--- config.mk ---
export PLATFORM = sky130hd
export DESIGN_NAME = sha1_stream_hash_top
export DESIGN_NICKNAME = d
export VERILOG_FILES = /design/src/hw/rtl/sha1s_pkg.sv /design/src/hw/rtl/sha1s_datapath.sv /design/src/hw/rtl/sha1s_ctrl.sv /design/src/hw/rtl/sha1_stream_hash_top.sv
export SDC_FILE = /design/constraint.sdc
export NUM_CORES = 2
export LEC_CHECK = 0
export BUFFER_PORTS_ARGS = -buffer_cell sky130_fd_sc_hd__buf_4
export CAP_MARGIN = 20
export CORE_ASPECT_RATIO = 1.5
export CORE_MARGIN = 2
export CORE_UTILIZATION = 65
export CTS_CLUSTER_SIZE = 12
export DETAILED_ROUTE_END_ITERATION = 8
export PLACE_DENSITY = 0.82
export SYNTH_ARGS = -nofsm -noshare
export SYNTH_HDL_FRONTEND = slang
export SYNTH_SLANG_ARGS = --single-unit
--- constraint.sdc ---
create_clock -name clk -period 29.1 [get_ports clk]
set_clock_uncertainty 0.1 [all_clocks]
set_input_delay 5.82 -clock clk [delete_from_list [all_inputs] [get_ports clk]]
set_output_delay 5.82 -clock clk [all_outputs]
set_load 0.01 [all_outputs]
--- src/hw/rtl/sha1s_pkg.sv ---
package sha1s_pkg;

  localparam int unsigned WordW   = 32;
  localparam int unsigned BlkWords = 16;
  localparam int unsigned Rounds  = 80;
  localparam int unsigned PosW    = 6;
  localparam int unsigned RndW    = 7;
  localparam int unsigned CountW  = 64;

  localparam logic [PosW-1:0] LastPos  = 6'd63;
  localparam logic [PosW-1:0] LenPos   = 6'd56;
  localparam logic [RndW-1:0] LastRnd  = 7'd79;
  localparam logic [RndW-1:0] Phase1Rnd = 7'd20;
  localparam logic [RndW-1:0] Phase2Rnd = 7'd40;
  localparam logic [RndW-1:0] Phase3Rnd = 7'd60;
  localparam logic [7:0]      PadMark  = 8'h80;

  localparam logic [WordW-1:0] IV [5] = '{
    32'h67452301, 32'hEFCDAB89, 32'h98BADCFE, 32'h10325476, 32'hC3D2E1F0
  };

  typedef enum logic [1:0] {
    PH_CH  = 2'd0,
    PH_P1  = 2'd1,
    PH_MAJ = 2'd2,
    PH_P2  = 2'd3
  } phase_t;

  typedef enum logic [1:0] {
    SEL_MSG  = 2'd0,
    SEL_MARK = 2'd1,
    SEL_ZERO = 2'd2,
    SEL_LEN  = 2'd3
  } byte_sel_t;

  typedef struct packed {
    logic      shift;
    byte_sel_t sel;
    logic      count_inc;
    logic      load_work;
    logic      round_en;
    phase_t    phase;
    logic      add_chain;
    logic      init_chain;
  } cmd_t;

  typedef struct packed {
    logic [PosW-1:0] pos;
  } status_t;

  function automatic logic [WordW-1:0] round_k(input phase_t ph);
    logic [WordW-1:0] k;
    case (ph)
      PH_CH:   k = 32'h5A827999;
      PH_P1:   k = 32'h6ED9EBA1;
      PH_MAJ:  k = 32'h8F1BBCDC;
      default: k = 32'hCA62C1D6;
    endcase
    return k;
  endfunction

  function automatic logic [WordW-1:0] rotl(input logic [WordW-1:0] x, input int unsigned n);
    return (x << n) | (x >> (WordW - n));
  endfunction

endpackage

--- src/hw/rtl/sha1s_datapath.sv ---
module sha1s_datapath (
  input  logic                 clk,
  input  logic                 rst,
  input  sha1s_pkg::cmd_t      cmd,
  output sha1s_pkg::status_t   status,
  input  logic [7:0]           data_byte,
  output logic [31:0]          digest_w0,
  output logic [31:0]          digest_w1,
  output logic [31:0]          digest_w2,
  output logic [31:0]          digest_w3,
  output logic [31:0]          digest_w4
);

  logic [sha1s_pkg::WordW-1:0]  w [sha1s_pkg::BlkWords];
  logic [sha1s_pkg::WordW-1:0]  h [5];
  logic [sha1s_pkg::WordW-1:0]  a, b, c, d, e;
  logic [sha1s_pkg::CountW-1:0] count;
  logic [sha1s_pkg::PosW-1:0]   pos;

  logic [7:0]                   in_byte;
  logic [sha1s_pkg::CountW-1:0] bit_len;
  logic [sha1s_pkg::CountW-1:0] len_shift;
  logic [sha1s_pkg::WordW-1:0]  f;
  logic [sha1s_pkg::WordW-1:0]  tmp;
  logic [sha1s_pkg::WordW-1:0]  w_new;

  assign bit_len   = {count[sha1s_pkg::CountW-4:0], 3'b000};
  assign len_shift = bit_len << {pos[2:0], 3'b000};

  always_comb begin
    case (cmd.sel)
      sha1s_pkg::SEL_MSG:  in_byte = data_byte;
      sha1s_pkg::SEL_MARK: in_byte = sha1s_pkg::PadMark;
      sha1s_pkg::SEL_LEN:  in_byte = len_shift[sha1s_pkg::CountW-1 -: 8];
      default:             in_byte = 8'h00;
    endcase
  end

  always_comb begin
    case (cmd.phase)
      sha1s_pkg::PH_CH:  f = d ^ (b & (c ^ d));
      sha1s_pkg::PH_MAJ: f = (b & c) | (d & (b | c));
      default:           f = b ^ c ^ d;
    endcase
  end

  assign tmp   = sha1s_pkg::rotl(a, 5) + f + e + sha1s_pkg::round_k(cmd.phase) + w[0];
  assign w_new = sha1s_pkg::rotl(w[13] ^ w[8] ^ w[2] ^ w[0], 1);

  // message schedule doubles as the byte gather buffer
  always_ff @(posedge clk) begin
    if (cmd.shift) begin
      for (int i = 0; i < sha1s_pkg::BlkWords - 1; i++) begin
        w[i] <= {w[i][23:0], w[i+1][31:24]};
      end
      w[sha1s_pkg::BlkWords-1] <= {w[sha1s_pkg::BlkWords-1][23:0], in_byte};
    end else if (cmd.round_en) begin
      for (int i = 0; i < sha1s_pkg::BlkWords - 1; i++) begin
        w[i] <= w[i+1];
      end
      w[sha1s_pkg::BlkWords-1] <= w_new;
    end
  end

  always_ff @(posedge clk) begin
    if (cmd.load_work) begin
      a <= h[0];
      b <= h[1];
      c <= h[2];
      d <= h[3];
      e <= h[4];
    end else if (cmd.round_en) begin
      a <= tmp;
      b <= a;
      c <= sha1s_pkg::rotl(b, 30);
      d <= c;
      e <= d;
    end
  end

  always_ff @(posedge clk) begin
    if (rst || cmd.init_chain) begin
      for (int i = 0; i < 5; i++) begin
        h[i] <= sha1s_pkg::IV[i];
      end
      count <= '0;
      pos   <= '0;
    end else begin
      if (cmd.add_chain) begin
        h[0] <= h[0] + a;
        h[1] <= h[1] + b;
        h[2] <= h[2] + c;
        h[3] <= h[3] + d;
        h[4] <= h[4] + e;
      end
      if (cmd.count_inc) begin
        count <= count + 1'b1;
      end
      if (cmd.shift) begin
        pos <= pos + 1'b1;
      end
    end
  end

  assign status.pos = pos;
  assign digest_w0  = h[0];
  assign digest_w1  = h[1];
  assign digest_w2  = h[2];
  assign digest_w3  = h[3];
  assign digest_w4  = h[4];

endmodule

--- src/hw/rtl/sha1s_ctrl.sv ---
module sha1s_ctrl (
  input  logic                clk,
  input  logic                rst,
  input  logic                in_valid,
  output logic                in_ready,
  input  logic                byte_present,
  input  logic                message_end,
  output logic                out_valid,
  input  logic                out_ready,
  output sha1s_pkg::cmd_t     cmd,
  input  sha1s_pkg::status_t  status
);

  typedef enum logic [4:0] {
    S_IDLE  = 5'b00001,
    S_ROUND = 5'b00010,
    S_ADD   = 5'b00100,
    S_PAD   = 5'b01000,
    S_OUT   = 5'b10000
  } state_t;

  state_t                     state, state_next;
  logic [sha1s_pkg::RndW-1:0] rnd, rnd_next;
  logic                       end_pending, end_pending_next;
  logic                       first, first_next;
  logic                       spill, spill_next;
  logic                       final_blk, final_blk_next;
  logic                       spill_eff;
  logic                       in_acc;
  logic                       tail;

  assign in_ready  = (state == S_IDLE);
  assign out_valid = (state == S_OUT);
  assign in_acc    = in_valid && in_ready;
  assign tail      = (status.pos >= sha1s_pkg::LenPos);
  assign spill_eff = spill || (first && tail);

  always_comb begin
    state_next       = state;
    rnd_next         = rnd;
    end_pending_next = end_pending;
    first_next       = first;
    spill_next       = spill;
    final_blk_next   = final_blk;
    cmd              = '0;
    cmd.sel          = sha1s_pkg::SEL_MSG;

    if (rnd < sha1s_pkg::Phase1Rnd) begin
      cmd.phase = sha1s_pkg::PH_CH;
    end else if (rnd < sha1s_pkg::Phase2Rnd) begin
      cmd.phase = sha1s_pkg::PH_P1;
    end else if (rnd < sha1s_pkg::Phase3Rnd) begin
      cmd.phase = sha1s_pkg::PH_MAJ;
    end else begin
      cmd.phase = sha1s_pkg::PH_P2;
    end

    case (state)
      S_IDLE: begin
        if (in_acc) begin
          if (byte_present) begin
            cmd.shift     = 1'b1;
            cmd.count_inc = 1'b1;
          end
          if (byte_present && status.pos == sha1s_pkg::LastPos) begin
            cmd.load_work    = 1'b1;
            end_pending_next = message_end;
            first_next       = message_end;
            final_blk_next   = 1'b0;
            state_next       = S_ROUND;
          end else if (message_end) begin
            first_next = 1'b1;
            spill_next = 1'b0;
            state_next = S_PAD;
          end
        end
      end
      S_PAD: begin
        cmd.shift = 1'b1;
        if (first) begin
          cmd.sel    = sha1s_pkg::SEL_MARK;
          first_next = 1'b0;
          spill_next = tail;
        end else if (tail && !spill) begin
          cmd.sel = sha1s_pkg::SEL_LEN;
        end else begin
          cmd.sel = sha1s_pkg::SEL_ZERO;
        end
        if (status.pos == sha1s_pkg::LastPos) begin
          cmd.load_work    = 1'b1;
          final_blk_next   = !spill_eff;
          end_pending_next = spill_eff;
          spill_next       = 1'b0;
          state_next       = S_ROUND;
        end
      end
      S_ROUND: begin
        cmd.round_en = 1'b1;
        if (rnd == sha1s_pkg::LastRnd) begin
          rnd_next   = '0;
          state_next = S_ADD;
        end else begin
          rnd_next = rnd + 1'b1;
        end
      end
      S_ADD: begin
        cmd.add_chain = 1'b1;
        if (final_blk) begin
          state_next = S_OUT;
        end else if (end_pending) begin
          end_pending_next = 1'b0;
          spill_next       = 1'b0;
          state_next       = S_PAD;
        end else begin
          state_next = S_IDLE;
        end
      end
      S_OUT: begin
        if (out_ready) begin
          cmd.init_chain = 1'b1;
          final_blk_next = 1'b0;
          state_next     = S_IDLE;
        end
      end
      default: begin
        state_next = S_IDLE;
      end
    endcase
  end

  always_ff @(posedge clk) begin
    if (rst) begin
      state       <= S_IDLE;
      rnd         <= '0;
      end_pending <= 1'b0;
      first       <= 1'b0;
      spill       <= 1'b0;
      final_blk   <= 1'b0;
    end else begin
      state       <= state_next;
      rnd         <= rnd_next;
      end_pending <= end_pending_next;
      first       <= first_next;
      spill       <= spill_next;
      final_blk   <= final_blk_next;
    end
  end

  a_rnd_idle: assert property (@(posedge clk) disable iff (rst)
    (state != S_ROUND) |-> (rnd == '0))
    else $error("round counter running outside compression");

  a_rnd_done: assert property (@(posedge clk) disable iff (rst)
    (state == S_ROUND && rnd == sha1s_pkg::LastRnd) |=> (state == S_ADD))
    else $error("compression did not end after last round");

  a_load_full: assert property (@(posedge clk) disable iff (rst)
    cmd.load_work |-> (status.pos == sha1s_pkg::LastPos && cmd.shift))
    else $error("compression started on a partial block");

  a_out_aligned: assert property (@(posedge clk) disable iff (rst)
    (state == S_OUT) |-> (status.pos == '0 && !end_pending))
    else $error("digest presented with block data pending");

endmodule

--- src/hw/rtl/sha1_stream_hash_top.sv ---
// Streaming SHA-1 hasher. One input transaction per cycle is taken while the
// block buffer fills (in_ready high); a 64-byte block then runs 80 rounds on
// a single round unit followed by the chaining add. At message end the padding
// and length bytes are shifted in one per cycle, paused while one or two more
// compressions run, and the digest is held on digest_w0..digest_w4 with
// out_valid until taken; no input is taken while hashing or while the digest
// waits.
module sha1_stream_hash_top (
  input  logic        clk,
  input  logic        rst,
  input  logic        in_valid,
  output logic        in_ready,
  input  logic [7:0]  data_byte,
  input  logic        byte_present,
  input  logic        message_end,
  output logic        out_valid,
  input  logic        out_ready,
  output logic [31:0] digest_w0,
  output logic [31:0] digest_w1,
  output logic [31:0] digest_w2,
  output logic [31:0] digest_w3,
  output logic [31:0] digest_w4
);

  sha1s_pkg::cmd_t    cmd;
  sha1s_pkg::status_t status;

  sha1s_ctrl u_ctrl (
    .clk          (clk),
    .rst          (rst),
    .in_valid     (in_valid),
    .in_ready     (in_ready),
    .byte_present (byte_present),
    .message_end  (message_end),
    .out_valid    (out_valid),
    .out_ready    (out_ready),
    .cmd          (cmd),
    .status       (status)
  );

  sha1s_datapath u_dp (
    .clk       (clk),
    .rst       (rst),
    .cmd       (cmd),
    .status    (status),
    .data_byte (data_byte),
    .digest_w0 (digest_w0),
    .digest_w1 (digest_w1),
    .digest_w2 (digest_w2),
    .digest_w3 (digest_w3),
    .digest_w4 (digest_w4)
  );

endmodule
==> metrics.md <==
| Metric | Value |
|---|---|
| EDFF count, synth | 832 |
| Power density over cell area | 70.4 nW/um^2 |
| Violated checks | DRC |
| Hold depth | 2 |
| Port Buffers | 175 |
| Mapped Cells | 5577 |
| Outcome | finished, violations left |
| Slew Limit Fails | 0 |
| Worst endpoint required time | 29.29 ns |
| HP Start | u_ctrl.final_blk |
| Max Used Layer | met5 |
| Hold Slack | 0.390 ns |
| Initial DRT Pass Iterations | 9 |
| Clock Latency Late Sink | 0.68 ns |
| CTS resizes | 0 |
| Clock sinks | 915 |
| Avg Cell Area, Syn | 9.46 um^2 |
| Vias in the first global route | 39600 |
| First-pass GRT wire length | 223000 um |
| Non-Filler Instances | 6730 |
| Share of the yosys chip area belonging to registers | 0.505 |
| Syn nets | 5945 |
| # hold bufs at CTS | 0 |
| CP Launch Point | rst |
| # rows | 127 |
| Dpl cell area | 54800 um^2 |
| Most common cell after layout, fill and taps aside | nand2_1 |
| Post-route cell area | 57400 um^2 |
| CTS tree | built |
| # IOs | 176 |
| Initial Util | 0.658 |
| Tot Pwr | 4.04 mW |
| Final setup vio count | 0 |
| Clock root buffer | clkbuf_16 |
| Routed wl met3 | 10900 um |
| Fin Setup TNS | 0 ns |
| Total vias in the final route | 40900 |
| Antenna-violating nets left | 0 |
| Post-synth cell types | 80 |
| CP Class | in2reg |
| RSZ-0062 raised after global routing | no |
| Clock Tree Buf Depth | 3 |
| Die X-Extent | 237 um |
| FMAX | 111 MHz |
| Startpoint Class | primary input |
| Pin count of the biggest net entering global routing | 235 |
| Placed cells | 6590 |
| Critical Path End Type | register |
| #FFs+latches synth | 915 |
| Core Footprint | 80100 um^2 |
| Worst Hold Class | reg2reg |
| Hold Vio Cnt, Final | 0 |
| Normalized max-slew margin | 0.0628 |
| Remaining global-route overflow | 0 |
| Share of cells above drive strength 1 | 0.0656 |
| Tot GR Track Use | 0.350 |
| WL met1 | 50300 um |
| Max VDD drop | 0.0610 mV |
| Synth Warn # | 0 |
| Period utilisation layout | 0.309 |
| Most frequent cells in the layout | nand2_1, edfxtp_1, o21ai_0 |
| Synth Flop Type | edfxtp_1 |
| Initial antenna violation count | 4 |
| Max-Cap Viols | 0 |
| DP Wirelength | 105000 um |
| Final min period | 9.00 ns |
| Residual DRC | 1 |
| Post-Syn Area | 52700 um^2 |
| Worst EP arrival | 9.19 ns |
| Final #Nets | 6020 |
| Routed WL per cell | 21.8 um |
| Static leakage | 23.4 nW |
| CP max FO | 73 |
| Crit Reg-Reg Startpoint | u_ctrl.rnd[5] |
| H-Tree Depth | 3 |
| CTS buffer count | 91 |
| Die ar. | 83500 um^2 |
| RePlAce Congestion | 1.02 |
| Area grow syn2layout | 8.94% |
| Die Span Y | 353 um |
| Drt total wl | 147000 um |
| Worst reg-to-reg path cell count | 20 |
| FFs w/ async S/R, synth | 0 |
| Vias per cell | 6.07 |
| Drt initial violations | 3729 |
| Post-CTS Setup Inserts | 0 |
| Metal2 WL | 71100 um |
| Worst slew pin tran | 1.41 ns |
| Clock slew at reported path FFs | 0.06 ns |
-- worst max-delay path, cell delays in order --
cell	delay, ns
buf_4	0.20
a21o_2	0.12
buf_4	0.64
nand2b_4	0.66
buf_4	0.77
buf_4	0.83
-- report_power, final --
group	leakage [nW]	switching [mW]	total (mW)	internal, mW
combinational	13.9	0.638	1.01	0.370
clock	1.25	0.504	1.09	0.586
sequential	8.24	0.153	1.95	1.79
total	23.4	1.30	4.04	2.75
-- layout make-up --
class	instances	area [um^2]
multi-input cells	4135	24200
inverters	304	1140
clock buffers	121	2410
clock inverters	17	171
diodes	1	2.50
flip-flops and latches	915	26600
well taps	1032	1290
fillers	5896	22600
repair buffers	205	1610
-- path summary, 6_finish.rpt --
path	slack, ns	end
max	20.10	u_dp.h[0][34]
min	0.39	u_ctrl.final_blk
max reg2reg	21.91	u_dp.a[30]
min reg2reg	0.39	u_ctrl.final_blk
-- cell families (layout without fill, tap and decap cells) --
group / Yosys count / in the layout / synth area share
AOI/OAI and AO/OA: 883 / 883 / 0.100
muxes: 29 / 29 / 0.00868
buffers and inverters: 527 / 647 / 0.0383
xor gates and xnor gates: 298 / 298 / 0.0495
and+or+nand+nor: 2571 / 2571 / 0.201
adders and majority gates: 354 / 354 / 0.0972
other: 0 / 1 / 0
DFF: 915 / 915 / 0.505
-- flip-flops by register name, summed over array words and instances (netlist names) --
name	count
u_ctrl.final_blk	1
u_ctrl.state	5
u_ctrl.rnd	7
u_ctrl.spill	1
u_dp.a	32
u_dp.count	61
u_dp.e	32
u_dp.b	32
u_ctrl.end_pending	1
u_ctrl.first	1
u_dp.w	512
u_dp.h	160
u_dp.status	6
u_dp.c	32
u_dp.d	32
-- through the flow --
step / util / setup slack (ns)
detailed placement: 0.685 / 19.26
CTS: 0.717 / 19.98
global route: 0.717 / 19.92
finish: 0.717 / 20.10
floorplan: - / 9.96
global placement: 0.685 / 19.34
-- cells in the mapped netlist, drive strengths merged (4+ instances only) --
library cell	number	area share
a2111oi	4	0.00066
a211oi	41	0.0058
a21boi	6	0.00085
a21o	99	0.014
a21oi	192	0.018
a221o	5	0.00095
a221oi	5	0.00083
a31oi	40	0.0047
a41oi	5	0.00083
and2	23	0.0028
and3	33	0.0040
and4	9	0.0015
buf	19	0.0018
clkbuf	204	0.015
dfxtp	83	0.032
edfxtp	832	0.47
fa	93	0.035
ha	261	0.062
inv	304	0.022
mux2i	15	0.0028
mux4	13	0.0056
nand2	1924	0.14
nand2b	40	0.0047
nand3	58	0.0055
nand4	35	0.0043
nor2	248	0.018
nor2b	46	0.0055
nor3	80	0.0076
nor3b	8	0.0011
o211a	4	0.00076
o211ai	15	0.0021
o21a	27	0.0038
o21ai	360	0.034
o21bai	16	0.0023
o22ai	11	0.0013
o31a	4	0.00066
o31ai	10	0.0014
or2	15	0.0018
or3	40	0.0047
or4	5	0.00071
xnor2	204	0.034
xor2	94	0.016
-- metal layers --
metal | up-vias | global-route usage
li1 | 19100 | -
met1 | 19500 | 0.387
met2 | 1737 | 0.587
met3 | 552 | 0.0653
met4 | 4 | 0.287
met5 | - | 0
No activity file was read; power rests on OpenSTA's default activity.
